### config.mk
export PLATFORM = sky130hd
export DESIGN_NAME = greedy_change_dispenser_flat
export DESIGN_NICKNAME = d
export VERILOG_FILES = /design/src/hw/rtl/gcd_pkg.sv /design/src/hw/rtl/gcd_ifs.sv /design/src/hw/rtl/greedy_change_dispenser.sv /design/src/hw/rtl/gcd_ctrl.sv /design/src/hw/rtl/gcd_datapath.sv /design/src/flat_wrapper.sv
export SDC_FILE = /design/constraint.sdc
export NUM_CORES = 2
export LEC_CHECK = 0
export BUFFER_PORTS_ARGS = -buffer_cell sky130_fd_sc_hd__buf_4
export CORE_MARGIN = 2
export CORE_UTILIZATION = 58
export CTS_BUF_LIST = sky130_fd_sc_hd__clkbuf_16
export DETAILED_ROUTE_END_ITERATION = 6
export PLACE_DENSITY = 0.76
export SYNTH_ARGS = -nofsm -noshare
export SYNTH_HDL_FRONTEND = slang
export SYNTH_HIERARCHICAL = 1
export SYNTH_SLANG_ARGS = --single-unit
### constraint.sdc
create_clock -name clock -period 11.4 [get_ports clock]
set_clock_uncertainty 0.05 [all_clocks]
set_input_delay 1.71 -clock clock [delete_from_list [all_inputs] [get_ports clock]]
set_output_delay 1.71 -clock clock [all_outputs]
set_load 0.03 [all_outputs]
### src/hw/rtl/gcd_pkg.sv
package gcd_pkg;

   localparam int NUM_SLOTS = 6;
   localparam int VALUE_W   = 16;
   localparam int COUNT_W   = 16;
   localparam int SLOT_W    = 3;
   localparam int CSR_IDX_W = 3;

   typedef enum logic {
      OP_CHANGE    = 1'b0,
      OP_SET_STOCK = 1'b1
   } op_type;

   typedef enum logic [CSR_IDX_W-1:0] {
      CSR_LIMITED_MODE = 3'd0,
      CSR_DENOM_0      = 3'd1,
      CSR_DENOM_1      = 3'd2,
      CSR_DENOM_2      = 3'd3,
      CSR_DENOM_3      = 3'd4,
      CSR_DENOM_4      = 3'd5,
      CSR_DENOM_5      = 3'd6
   } csr_index_type;

   localparam logic [VALUE_W-1:0] DENOM_RESET [NUM_SLOTS] =
      '{16'd500, 16'd200, 16'd100, 16'd50, 16'd10, 16'd1};

   typedef enum logic [3:0] {
      ST_IDLE,
      ST_START,
      ST_SCAN,
      ST_DIV,
      ST_CLAMP,
      ST_MUL,
      ST_SUB,
      ST_EVAL,
      ST_DONE
   } state_type;

   typedef struct packed {
      logic load;
      logic stock_write;
      logic div_init;
      logic div_step;
      logic clamp;
      logic mul;
      logic sub;
      logic next_slot;
      logic eval;
      logic load_rsp;
   } cmd_type;

   typedef struct packed {
      logic op_set;
      logic skip;
      logic last_slot;
      logic div_last;
   } sts_type;

endpackage

### src/hw/rtl/gcd_ifs.sv
interface gcd_req_if import gcd_pkg::*; ();
   logic               valid;
   logic               ready;
   logic               operation;
   logic [VALUE_W-1:0] amount;
   logic [SLOT_W-1:0]  slot;
   logic [VALUE_W-1:0] stock_value;

   modport source (output valid, operation, amount, slot, stock_value, input ready);
   modport sink   (input valid, operation, amount, slot, stock_value, output ready);
endinterface

interface gcd_rsp_if import gcd_pkg::*; ();
   logic               valid;
   logic               ready;
   logic               ok;
   logic [COUNT_W-1:0] count_0;
   logic [COUNT_W-1:0] count_1;
   logic [COUNT_W-1:0] count_2;
   logic [COUNT_W-1:0] count_3;
   logic [COUNT_W-1:0] count_4;
   logic [COUNT_W-1:0] count_5;

   modport source (output valid, ok, count_0, count_1, count_2, count_3, count_4, count_5,
                   input ready);
   modport sink   (input valid, ok, count_0, count_1, count_2, count_3, count_4, count_5,
                   output ready);
endinterface

interface gcd_csr_if import gcd_pkg::*; ();
   logic                 valid;
   logic                 ready;
   logic [CSR_IDX_W-1:0] index;
   logic [VALUE_W-1:0]   data;

   modport source (output valid, index, data, input ready);
   modport sink   (input valid, index, data, output ready);
endinterface

### src/hw/rtl/greedy_change_dispenser.sv
// Greedy change dispenser. A request either sets the coin stock of one slot or asks for
// change: the slots are walked in order, each taking as many coins as fit in the remaining
// amount (capped by the stock when limited_mode is set); the result carries ok and the count
// per slot, all zero if the amount cannot be met, in which case the stock is not touched.
// One request is worked at a time, and the next is taken while the previous result still
// waits in the output register. A set-stock request passes the START and DONE states. A
// change request passes START, then for each of the NUM_DENOMS slots SCAN, the divider steps,
// CLAMP, MUL and SUB, where a slot with zero face value or reached with nothing left is passed
// over in SCAN, and then EVAL and DONE; the amount is min(AMOUNT_WIDTH,16) bits wide.
// The divider is a serial restoring divider, which forms one quotient bit per cycle.
// Configuration writes are always ready and are meant for times when no request is in flight.
module greedy_change_dispenser import gcd_pkg::*; #(
   parameter int NUM_DENOMS   = 6,
   parameter int AMOUNT_WIDTH = 16
) (
   input  logic  clock,
   input  logic  reset,
   gcd_req_if.sink   req,
   gcd_rsp_if.source rsp,
   gcd_csr_if.sink   csr
);

   cmd_type                           cmd;
   sts_type                           sts;
   logic [NUM_SLOTS-1:0][COUNT_W-1:0] count;

   assign csr.ready = 1'b1;

   gcd_ctrl u_ctrl (
      .clock     (clock),
      .reset     (reset),
      .req_valid (req.valid),
      .req_ready (req.ready),
      .rsp_valid (rsp.valid),
      .rsp_ready (rsp.ready),
      .sts       (sts),
      .cmd       (cmd)
   );

   gcd_datapath #(
      .NUM_DENOMS   (NUM_DENOMS),
      .AMOUNT_WIDTH (AMOUNT_WIDTH)
   ) u_datapath (
      .clock           (clock),
      .reset           (reset),
      .csr_write       (csr.valid),
      .csr_index       (csr.index),
      .csr_data        (csr.data),
      .req_operation   (req.operation),
      .req_amount      (req.amount),
      .req_slot        (req.slot),
      .req_stock_value (req.stock_value),
      .cmd             (cmd),
      .sts             (sts),
      .rsp_ok          (rsp.ok),
      .rsp_count       (count)
   );

   assign rsp.count_0 = count[0];
   assign rsp.count_1 = count[1];
   assign rsp.count_2 = count[2];
   assign rsp.count_3 = count[3];
   assign rsp.count_4 = count[4];
   assign rsp.count_5 = count[5];

endmodule

### src/hw/rtl/gcd_ctrl.sv
module gcd_ctrl import gcd_pkg::*; (
   input  logic    clock,
   input  logic    reset,
   input  logic    req_valid,
   output logic    req_ready,
   output logic    rsp_valid,
   input  logic    rsp_ready,
   input  sts_type sts,
   output cmd_type cmd
);

   state_type state_ff, state_in;
   logic      rsp_valid_ff, rsp_valid_in;
   logic      rsp_free;

   assign rsp_free = !rsp_valid_ff || rsp_ready;

   always_comb begin
      state_in = state_ff;
      case (state_ff)
         ST_IDLE: begin
            if (req_valid) state_in = ST_START;
         end
         ST_START: begin
            state_in = sts.op_set ? ST_DONE : ST_SCAN;
         end
         ST_SCAN: begin
            if (!sts.skip) state_in = ST_DIV;
            else if (sts.last_slot) state_in = ST_EVAL;
         end
         ST_DIV: begin
            if (sts.div_last) state_in = ST_CLAMP;
         end
         ST_CLAMP: state_in = ST_MUL;
         ST_MUL:   state_in = ST_SUB;
         ST_SUB: begin
            state_in = sts.last_slot ? ST_EVAL : ST_SCAN;
         end
         ST_EVAL:  state_in = ST_DONE;
         ST_DONE: begin
            if (rsp_free) state_in = ST_IDLE;
         end
         default:  state_in = ST_IDLE;
      endcase
   end

   always_comb begin
      cmd       = '0;
      req_ready = 1'b0;
      case (state_ff)
         ST_IDLE: begin
            req_ready = 1'b1;
            cmd.load  = req_valid;
         end
         ST_START: begin
            cmd.stock_write = sts.op_set;
         end
         ST_SCAN: begin
            cmd.div_init  = !sts.skip;
            cmd.next_slot = sts.skip;
         end
         ST_DIV:   cmd.div_step = 1'b1;
         ST_CLAMP: cmd.clamp    = 1'b1;
         ST_MUL:   cmd.mul      = 1'b1;
         ST_SUB: begin
            cmd.sub       = 1'b1;
            cmd.next_slot = 1'b1;
         end
         ST_EVAL:  cmd.eval     = 1'b1;
         ST_DONE:  cmd.load_rsp = rsp_free;
         default: begin
            cmd       = '0;
            req_ready = 1'b0;
         end
      endcase
   end

   always_comb begin
      rsp_valid_in = rsp_valid_ff;
      if (cmd.load_rsp) rsp_valid_in = 1'b1;
      else if (rsp_ready) rsp_valid_in = 1'b0;
   end

   assign rsp_valid = rsp_valid_ff;

   always_ff @(posedge clock) begin
      if (reset) begin
         state_ff     <= ST_IDLE;
         rsp_valid_ff <= 1'b0;
      end else begin
         state_ff     <= state_in;
         rsp_valid_ff <= rsp_valid_in;
      end
   end

endmodule

### src/hw/rtl/gcd_datapath.sv
module gcd_datapath import gcd_pkg::*; #(
   parameter int NUM_DENOMS   = 6,
   parameter int AMOUNT_WIDTH = 16
) (
   input  logic                              clock,
   input  logic                              reset,
   input  logic                              csr_write,
   input  logic [CSR_IDX_W-1:0]              csr_index,
   input  logic [VALUE_W-1:0]                csr_data,
   input  logic                              req_operation,
   input  logic [VALUE_W-1:0]                req_amount,
   input  logic [SLOT_W-1:0]                 req_slot,
   input  logic [VALUE_W-1:0]                req_stock_value,
   input  cmd_type                           cmd,
   output sts_type                           sts,
   output logic                              rsp_ok,
   output logic [NUM_SLOTS-1:0][COUNT_W-1:0] rsp_count
);

   localparam int AMT_W  = (AMOUNT_WIDTH < VALUE_W) ? AMOUNT_WIDTH : VALUE_W;
   localparam int DCNT_W = $clog2(AMT_W);
   localparam int SIDX_W = (NUM_DENOMS > 1) ? $clog2(NUM_DENOMS) : 1;

   // configuration
   logic                limited_ff, limited_in;
   logic [VALUE_W-1:0]  denom_ff [NUM_SLOTS];
   logic [VALUE_W-1:0]  denom_in [NUM_SLOTS];
   logic [VALUE_W-1:0]  stock_ff [NUM_DENOMS];
   logic [VALUE_W-1:0]  stock_in [NUM_DENOMS];

   // request and scan state
   op_type                           op_ff, op_in;
   logic [SLOT_W-1:0]                slot_ff, slot_in;
   logic [VALUE_W-1:0]               stock_val_ff, stock_val_in;
   logic [AMT_W-1:0]                 rem_ff, rem_in;
   logic [SLOT_W-1:0]                k_ff, k_in;
   logic [AMT_W-1:0]                 dvd_ff, dvd_in;
   logic [VALUE_W-1:0]               part_ff, part_in;
   logic [DCNT_W-1:0]                dcnt_ff, dcnt_in;
   logic [COUNT_W-1:0]               cnt_ff, cnt_in;
   logic [2*VALUE_W-1:0]             prod_ff, prod_in;
   logic [NUM_SLOTS-1:0][COUNT_W-1:0] taken_ff, taken_in;
   logic                             ok_ff, ok_in;
   logic                             rsp_ok_ff, rsp_ok_in;
   logic [NUM_SLOTS-1:0][COUNT_W-1:0] rsp_cnt_ff, rsp_cnt_in;

   logic [VALUE_W-1:0] denom_cur;
   logic [VALUE_W-1:0] stock_cur;
   logic [VALUE_W:0]   shifted;
   logic [VALUE_W:0]   diff;
   logic               fits;
   logic [COUNT_W-1:0] quot;
   logic [COUNT_W-1:0] clamp_val;
   logic               slot_ok;

   assign denom_cur = denom_ff[k_ff];
   assign stock_cur = stock_ff[k_ff[SIDX_W-1:0]];
   assign shifted   = {part_ff, dvd_ff[AMT_W-1]};
   assign diff      = shifted - {1'b0, denom_cur};
   assign fits      = shifted >= {1'b0, denom_cur};
   assign quot      = COUNT_W'(dvd_ff);
   assign clamp_val = (limited_ff && (quot > stock_cur)) ? stock_cur : quot;
   assign slot_ok   = slot_ff < SLOT_W'(NUM_DENOMS);

   assign sts.op_set    = (op_ff == OP_SET_STOCK);
   assign sts.skip      = (denom_cur == '0) || (rem_ff == '0);
   assign sts.last_slot = (k_ff == SLOT_W'(NUM_DENOMS - 1));
   assign sts.div_last  = (dcnt_ff == DCNT_W'(AMT_W - 1));

   // register writes
   always_comb begin
      limited_in = limited_ff;
      denom_in   = denom_ff;
      if (csr_write) begin
         case (csr_index_type'(csr_index))
            CSR_LIMITED_MODE: limited_in  = csr_data[0];
            CSR_DENOM_0:      denom_in[0] = csr_data;
            CSR_DENOM_1:      denom_in[1] = csr_data;
            CSR_DENOM_2:      denom_in[2] = csr_data;
            CSR_DENOM_3:      denom_in[3] = csr_data;
            CSR_DENOM_4:      denom_in[4] = csr_data;
            CSR_DENOM_5:      denom_in[5] = csr_data;
            default:          limited_in  = limited_ff;
         endcase
      end
   end

   always_comb begin
      op_in        = op_ff;
      slot_in      = slot_ff;
      stock_val_in = stock_val_ff;
      rem_in       = rem_ff;
      k_in         = k_ff;
      dvd_in       = dvd_ff;
      part_in      = part_ff;
      dcnt_in      = dcnt_ff;
      cnt_in       = cnt_ff;
      prod_in      = prod_ff;
      taken_in     = taken_ff;
      ok_in        = ok_ff;
      stock_in     = stock_ff;
      rsp_ok_in    = rsp_ok_ff;
      rsp_cnt_in   = rsp_cnt_ff;

      if (cmd.load) begin
         op_in        = op_type'(req_operation);
         slot_in      = req_slot;
         stock_val_in = req_stock_value;
         rem_in       = req_amount[AMT_W-1:0];
         k_in         = '0;
         taken_in     = '0;
         ok_in        = 1'b0;
      end
      if (cmd.stock_write) begin
         ok_in = slot_ok;
         if (slot_ok) stock_in[slot_ff[SIDX_W-1:0]] = stock_val_ff;
      end
      if (cmd.div_init) begin
         dvd_in  = rem_ff;
         part_in = '0;
         dcnt_in = '0;
      end
      // restoring divider, one quotient bit per cycle
      if (cmd.div_step) begin
         dvd_in  = {dvd_ff[AMT_W-2:0], fits};
         part_in = fits ? diff[VALUE_W-1:0] : shifted[VALUE_W-1:0];
         dcnt_in = dcnt_ff + 1'b1;
      end
      if (cmd.clamp) begin
         cnt_in         = clamp_val;
         taken_in[k_ff] = clamp_val;
      end
      if (cmd.mul) prod_in = cnt_ff * denom_cur;
      if (cmd.sub) rem_in = rem_ff - prod_ff[AMT_W-1:0];
      if (cmd.next_slot && !sts.last_slot) k_in = k_ff + 1'b1;
      if (cmd.eval) begin
         ok_in = (rem_ff == '0);
         if (rem_ff != '0) begin
            taken_in = '0;
         end else if (limited_ff) begin
            for (int i = 0; i < NUM_DENOMS; i++) begin
               stock_in[i] = stock_ff[i] - taken_ff[i];
            end
         end
      end
      if (cmd.load_rsp) begin
         rsp_ok_in  = ok_ff;
         rsp_cnt_in = taken_ff;
      end
   end

   always_ff @(posedge clock) begin
      if (reset) begin
         limited_ff <= 1'b1;
         denom_ff   <= DENOM_RESET;
         for (int i = 0; i < NUM_DENOMS; i++) begin
            stock_ff[i] <= '0;
         end
      end else begin
         limited_ff <= limited_in;
         denom_ff   <= denom_in;
         stock_ff   <= stock_in;
      end
   end

   always_ff @(posedge clock) begin
      op_ff        <= op_in;
      slot_ff      <= slot_in;
      stock_val_ff <= stock_val_in;
      rem_ff       <= rem_in;
      k_ff         <= k_in;
      dvd_ff       <= dvd_in;
      part_ff      <= part_in;
      dcnt_ff      <= dcnt_in;
      cnt_ff       <= cnt_in;
      prod_ff      <= prod_in;
      taken_ff     <= taken_in;
      ok_ff        <= ok_in;
      rsp_ok_ff    <= rsp_ok_in;
      rsp_cnt_ff   <= rsp_cnt_in;
   end

   assign rsp_ok    = rsp_ok_ff;
   assign rsp_count = rsp_cnt_ff;

endmodule

### src/flat_wrapper.sv
// flat-port wrapper written by rule: the top's interface ports become plain ports
module greedy_change_dispenser_flat import gcd_pkg::*;
#(
   parameter int NUM_DENOMS   = 6,
   parameter int AMOUNT_WIDTH = 16
)
  (clock, reset, req_valid, req_operation, req_amount, req_slot, req_stock_value, req_ready, rsp_valid, rsp_ok, rsp_count_0, rsp_count_1, rsp_count_2, rsp_count_3, rsp_count_4, rsp_count_5, rsp_ready, csr_valid, csr_index, csr_data, csr_ready);
  gcd_req_if req_i ();
  gcd_rsp_if rsp_i ();
  gcd_csr_if csr_i ();
  input  logic clock;
  input  logic reset;
  input wire logic [$bits(req_i.valid)-1:0] req_valid;
  input wire logic [$bits(req_i.operation)-1:0] req_operation;
  input wire logic [$bits(req_i.amount)-1:0] req_amount;
  input wire logic [$bits(req_i.slot)-1:0] req_slot;
  input wire logic [$bits(req_i.stock_value)-1:0] req_stock_value;
  output wire logic [$bits(req_i.ready)-1:0] req_ready;
  output wire logic [$bits(rsp_i.valid)-1:0] rsp_valid;
  output wire logic [$bits(rsp_i.ok)-1:0] rsp_ok;
  output wire logic [$bits(rsp_i.count_0)-1:0] rsp_count_0;
  output wire logic [$bits(rsp_i.count_1)-1:0] rsp_count_1;
  output wire logic [$bits(rsp_i.count_2)-1:0] rsp_count_2;
  output wire logic [$bits(rsp_i.count_3)-1:0] rsp_count_3;
  output wire logic [$bits(rsp_i.count_4)-1:0] rsp_count_4;
  output wire logic [$bits(rsp_i.count_5)-1:0] rsp_count_5;
  input wire logic [$bits(rsp_i.ready)-1:0] rsp_ready;
  input wire logic [$bits(csr_i.valid)-1:0] csr_valid;
  input wire logic [$bits(csr_i.index)-1:0] csr_index;
  input wire logic [$bits(csr_i.data)-1:0] csr_data;
  output wire logic [$bits(csr_i.ready)-1:0] csr_ready;
  assign req_i.valid = req_valid;
  assign req_i.operation = req_operation;
  assign req_i.amount = req_amount;
  assign req_i.slot = req_slot;
  assign req_i.stock_value = req_stock_value;
  assign req_ready = req_i.ready;
  assign rsp_valid = rsp_i.valid;
  assign rsp_ok = rsp_i.ok;
  assign rsp_count_0 = rsp_i.count_0;
  assign rsp_count_1 = rsp_i.count_1;
  assign rsp_count_2 = rsp_i.count_2;
  assign rsp_count_3 = rsp_i.count_3;
  assign rsp_count_4 = rsp_i.count_4;
  assign rsp_count_5 = rsp_i.count_5;
  assign rsp_i.ready = rsp_ready;
  assign csr_i.valid = csr_valid;
  assign csr_i.index = csr_index;
  assign csr_i.data = csr_data;
  assign csr_ready = csr_i.ready;
  greedy_change_dispenser #(.NUM_DENOMS(NUM_DENOMS), .AMOUNT_WIDTH(AMOUNT_WIDTH)) u_core (.clock(clock), .reset(reset), .req(req_i), .rsp(rsp_i), .csr(csr_i));
endmodule
## Word-level counts from Yosys, hierarchy flattened

Cells that the tools add are included.

| storage, ports and cells | value |
|---|---|
| bits of input ports | 60 |
| flip-flop bits (word level) | 499 |
| output and inout port bits | 100 |
| logic and storage cells | 164 |

| operators by class | value |
|---|---|
| add/subtract/negate cells | 10 |
| reduce and logical (&&, ||, !) cells | 27 |
| order comparisons | 8 |
| eq/ne operators | 20 |
| mux-type cells | 57 |
| bitwise logic cells | 2 |
| $mul | 1 |

Operators with widths:

| cell | count |
|---|---|
| two-way mux 96 bit | 9 |
| two-way mux 16 bit | 14 |
| bitwise mux 96 bit | 2 |
| subtractor 16 bit | 8 |
| binary-select mux 16 bit (select 3 bit) | 2 |
| demux 16 bit (select 3 bit) | 2 |
| one-hot mux 4 bit (9 select lines) | 1 |
| logical NOT 16 bit | 2 |
| two-way mux 4 bit | 8 |
| >= comparator 17 x 16 -> 1 bit | 1 |
| equality test 4 x 3 -> 1 bit, second input constant | 4 |
| greater-than comparator 16 bit | 1 |
| multiplier 16 x 16 -> 16 bit | 1 |
| nonzero test 16 bit | 1 |
| two-way mux 1 bit | 15 |
| AND reduction 2 bit | 7 |
| equality test 3 bit, second input constant | 4 |
| two-way mux 3 bit | 3 |
| equality test 4 x 2 -> 1 bit, second input constant | 2 |
| equality test 4 bit, second input constant | 2 |
| >= comparator 4 bit, second input constant | 2 |
| NOT 3 -> 4 bit | 2 |
| nonzero test 2 bit | 4 |
| equality test 3 x 2 -> 1 bit, second input constant | 2 |
| 19 further kinds | 26 |

## Longest topological paths before layout

| logic depth | value |
|---|---|
| depth in word-level cells | 11 |
| gate-level depth with buffers | 27 |
| depth with buffers taken out | 24 |

## By module

Netlist, hierarchy kept.

By module, submodules not included:

| module | cells an instance | seq. area each (um^2) | area each (um^2) | times used |
|---|---|---|---|---|
| gcd_datapath | 3040 | 11941.5 | 28914.0 | 1 |
| gcd_ctrl | 55 | 100.1 | 450.4 | 1 |
| greedy_change_dispenser | 2 | 0.0 | 11.3 | 1 |

## Worst setup path before layout

OpenSTA, ideal clock, no wires.

| path | value |
|---|---|
| path kind | flip-flop to flip-flop |
| start point | register u_core.u_datapath.k_ff[0] |
| end point | register u_core.u_datapath.prod_ff[15] (data pin) |
| buffers on the path | 3 |
| slack | 5.068 ns |
| data required time | 11.090 ns |
| clock period less this slack | 6.332 ns |
| setup time | 0.260 ns |
| stages on the path, launching flop included | 23 |
| data arrival time | 6.022 ns |
| cell sequence | edfxtp_1 > buf_6 > buf_12 > mux4_2 > a21o_1 > clkbuf_1 > and2_1 > fa_1 > inv_1 > fa_1 > inv_1 > fa_1 > fa_1 > inv_1 > fa_1 > fa_1 > xnor2_1 > xnor2_1 > xnor2_1 > xnor2_1 > xnor3_1 > xnor2_1 > xnor2_1 |

| on the way | value |
|---|---|
| word-level cells in the longest chain between the ends | 5 |

RTL lines:

| item | RTL line | text |
|---|---|---|
| start, declared | gcd_datapath.sv:36 | `logic [SLOT_W-1:0] k_ff, k_in;` |
| start signal, assigned | gcd_datapath.sv:171 | `k_ff <= k_in;` |
| NOT 3 -> 4 bit (not written as such) | gcd_datapath.sv:56 | `assign denom_cur = denom_ff[k_ff];` |
| binary-select mux 16 bit (select 3 bit) | gcd_datapath.sv:56 |  |
| two-way mux 16 bit (not written as such) (2 in series) | gcd_datapath.sv:56 |  |
| multiplier 16 x 16 -> 16 bit | gcd_datapath.sv:133 | `if (cmd.mul) prod_in = cnt_ff * denom_cur;` |
| end signal, assigned | gcd_datapath.sv:176 | `prod_ff <= prod_in;` |
| end, declared | gcd_datapath.sv:41 | `logic [2*VALUE_W-1:0] prod_ff, prod_in;` |

No other way between the ends. The select of a mux whose other input is x is not followed.
A chain may end at the register's enable or synchronous reset.

## Final worst setup path

Ends and elaborated chain as after synthesis.

==> results.ini <==
[status]
status = finished clean

[timing]
rsz0062_at_grt = no
drv_slew = 0
worst_slack_ps = 3600
setup_viol = 0
fin_crit_ps = 7800
max_freq_mhz = 128
hold_viol_final = 0
worst_pin_slew_ps = 1360
whs_ps = 385
fin_setup_tns_ps = 0
finalCritPeriodShare = 0.684
relSlewSlack = 0.0894

[yosys]
synth-simple-area-share = 0.154
syn_area_per_cell_um2 = 9.49
synth_compound_area_frac = 0.140
synthArstFlopShare = 0
synth_top_area_share = 0.210
synthDistinctLibCells = 96
synth-edff-count = 205
synthMostInstantiatedCell = nand2_1
synth_top_family_by_area = simple AND/OR/NAND/NOR gates
ys.warnings.count = 6
synthMuxAreaShare = 0.0583
synth_fa_ha_area_frac = 0.140
netlist_area_um2 = 29400
postSynthCellCount = 3097
synthXorXnorAreaFrac = 0.0386
synth_nets = 3434
synth_seq_cells = 499
ys.flop_type = dfxtp_1
yosys-top-cells-count = nand2_1 (445), inv_1 (295), dfxtp_1 (294)
yosysTopAreaCell = edfxtp_1
netlist_top_cells_area = edfxtp_1 (21%), dfxtp_1 (20%), ha_1 (8.1%)
ys_seq_area_frac = 0.410

[die]
die_h_um = 229
core_area_um2 = 50100
io-pin-count = 160
start_util = 0.587
die-width_um = 229
rows = 82
die-area_um2 = 52500

[clocking]
cts_max_path_buffers = 3
clk_pin_slew_worst_paths_ps = 60
cts_buffers = 51
hold_buffers = 0
cts.htree.levels = 2
clock_latency_ps = 630
clkSinkCount = 499
cts_root_buffer = clkbuf_16
cts_setup_buffers = 0
cts_resized = 0
tritoncts = done

[setup_path]
path_class = register to register
start_kind = register
reg2regPathDepth = 21
r2r-start = u_core/u_datapath/k_ff[0]
r2r-end = u_core/u_datapath/prod_ff[15]
path_max_fanout = 23
required_ps = 11690
regToRegSetupSlack_ps = 3600
cp.arrival_ps = 8090
cp-end-kind = register

[drt]
vias = 23600
wirelength_um = 84500
drc = 0
ant_nets = 0
routedWlPerCell_um = 21.5
vias_per_cell = 6.00
drt_first_pass_iters = 6
dr.first_iter.drc_count = 2230

[pwr]
p_seq_frac = 0.336
pwr-share-clk = 0.263
power_density_nw_per_um2 = 199
pwr-share-comb = 0.401
p_sw_mw = 2.40
p_int_mw = 4.16
cellLeakagePower_nw = 13.1
worst_ir_drop_vdd_v = 0.000185
switching_share = 0.366

[final_layout]
drive_gt1_frac = 0.117
num-nets-final = 3554
diodes = 0
area_growth_pct = 12.0
design_area_um2 = 32900
n_fill_cell = 3992

[placed_design]
place.gp.congestion = 0.963
post-place-ws_ps = 3650
hpwl_um = 61700
io_buffers = 158
place_area_um2 = 31200

[hold_path]
worstHoldPathCells = 0
hold_path_end = u_core/u_datapath/rsp_ok
min_path_type = register to register
min-delay-start = u_core/u_datapath/ok_ff

[global_routing]
grt_pass1_vias = 23200
grt_pass1_wl_um = 131000
grt.overflow.total = 0
antenna_found_initial = 1
grt_max_degree = 91
grtUsageTotal = 0.318

[job]
max-cap-violations = 0

==> worst max path at each step <==
stage	to	slack (ps)	cells after the start	startpoint
finish	u_core/u_datapath/prod_ff[15]	3600	21	u_core/u_datapath/k_ff[0]
global placement	u_core/u_datapath/prod_ff[15]	3770	21	u_core/u_datapath/k_ff[0]
detailed placement	u_core/u_datapath/prod_ff[15]	3650	21	u_core/u_datapath/k_ff[0]
floorplan	u_core/u_datapath/prod_ff[15]	5070	22	u_core/u_datapath/k_ff[0]
CTS	u_core/u_datapath/prod_ff[15]	3620	21	u_core/u_datapath/k_ff[0]
global route	u_core/u_datapath/prod_ff[15]	3190	21	u_core/u_datapath/k_ff[0]
==> routing by layer <==
layer | wire length (um) | vias to the layer above | track usage
met5 | 0 | - | 0
met1 | 35600 | 11400 | 0.430
met3 | 6360 | 198 | 0.0453
li1 | - | 10900 | -
met4 | 3150 | 0 | 0.118
met2 | 39400 | 1042 | 0.522
==> flip-flops by register name, indices dropped and copies added (netlist names), 96 cells and up <==
| register | flops |
|---|---|
| u_core/u_datapath/rsp_count | 96 |
| u_core/u_datapath/taken_ff | 96 |
| u_core/u_datapath/stock_ff | 96 |
| u_core/u_datapath/denom_ff | 96 |
==> power groups by stage <==
stage	Combinational, mW	Sequential (mW)	Clock, mW
global placement	2.48	2.24	0
finish	2.63	2.20	1.73
floorplan	1.92	2.23	0
detailed placement	2.58	2.24	0
global route	2.92	2.21	1.81
CTS	2.61	2.20	1.74
==> stage by stage <==
stage               total power, mW   util  instances
floorplan                      4.15      -       3097
global placement               4.72  0.623       3836
detailed placement             4.82  0.623       3836
CTS                            6.55  0.657       3932
global route                   6.95  0.657       3932
finish                         6.56  0.657       3932
==> cells by family after synthesis <==
logic type	Yosys count
muxes	161
AOI/OAI and AO/OA	641
other	1
and+or+nand+nor	964
buffers and inverters	427
xor gates and xnor gates	127
DFF	499
adders and majority gates	277
==> layout make-up <==
| type | count | area, um2 | share of cell area |
|---|---|---|---|
| clock buffer | 53 | 1330 | 0.0403 |
| clock inverter | 43 | 402 | 0.0122 |
| inverter | 297 | 1110 | 0.0339 |
| multi-input combinational | 2171 | 15700 | 0.477 |
| sequential | 499 | 12000 | 0.366 |
| tap | 672 | 841 | 0.0255 |
| timing repair buffer | 197 | 1480 | 0.0450 |
==> worst max-delay path, cell delays in order, from the launching register on <==
cell      delay [ps]
edfxtp_1         620
buf_4            410
or2b_4           360
nor2_4           570
a22oi_1          220
nand3_1          680
nand2_1          180
fa_1             540
fa_1             540
inv_1             50
fa_1             400
fa_1             480
inv_1             50
fa_1             480
fa_1             390
xnor2_1          180
xnor2_1          150
xnor2_1          150
xnor2_1          150
xnor3_1          420
xnor2_1          310
xnor2_1          120
==> placed cells by master (no fill, tap or decap), drive strengths merged, types with 88 or more instances in the layout <==
cell    instances
o21ai         163
ha            189
nand2         446
mux2i         116
xnor2          96
a21oi         187
edfxtp        205
buf           197
dfxtp         294
nor2          164
inv           305
fa             88
Power figures use the tool's default switching activity.
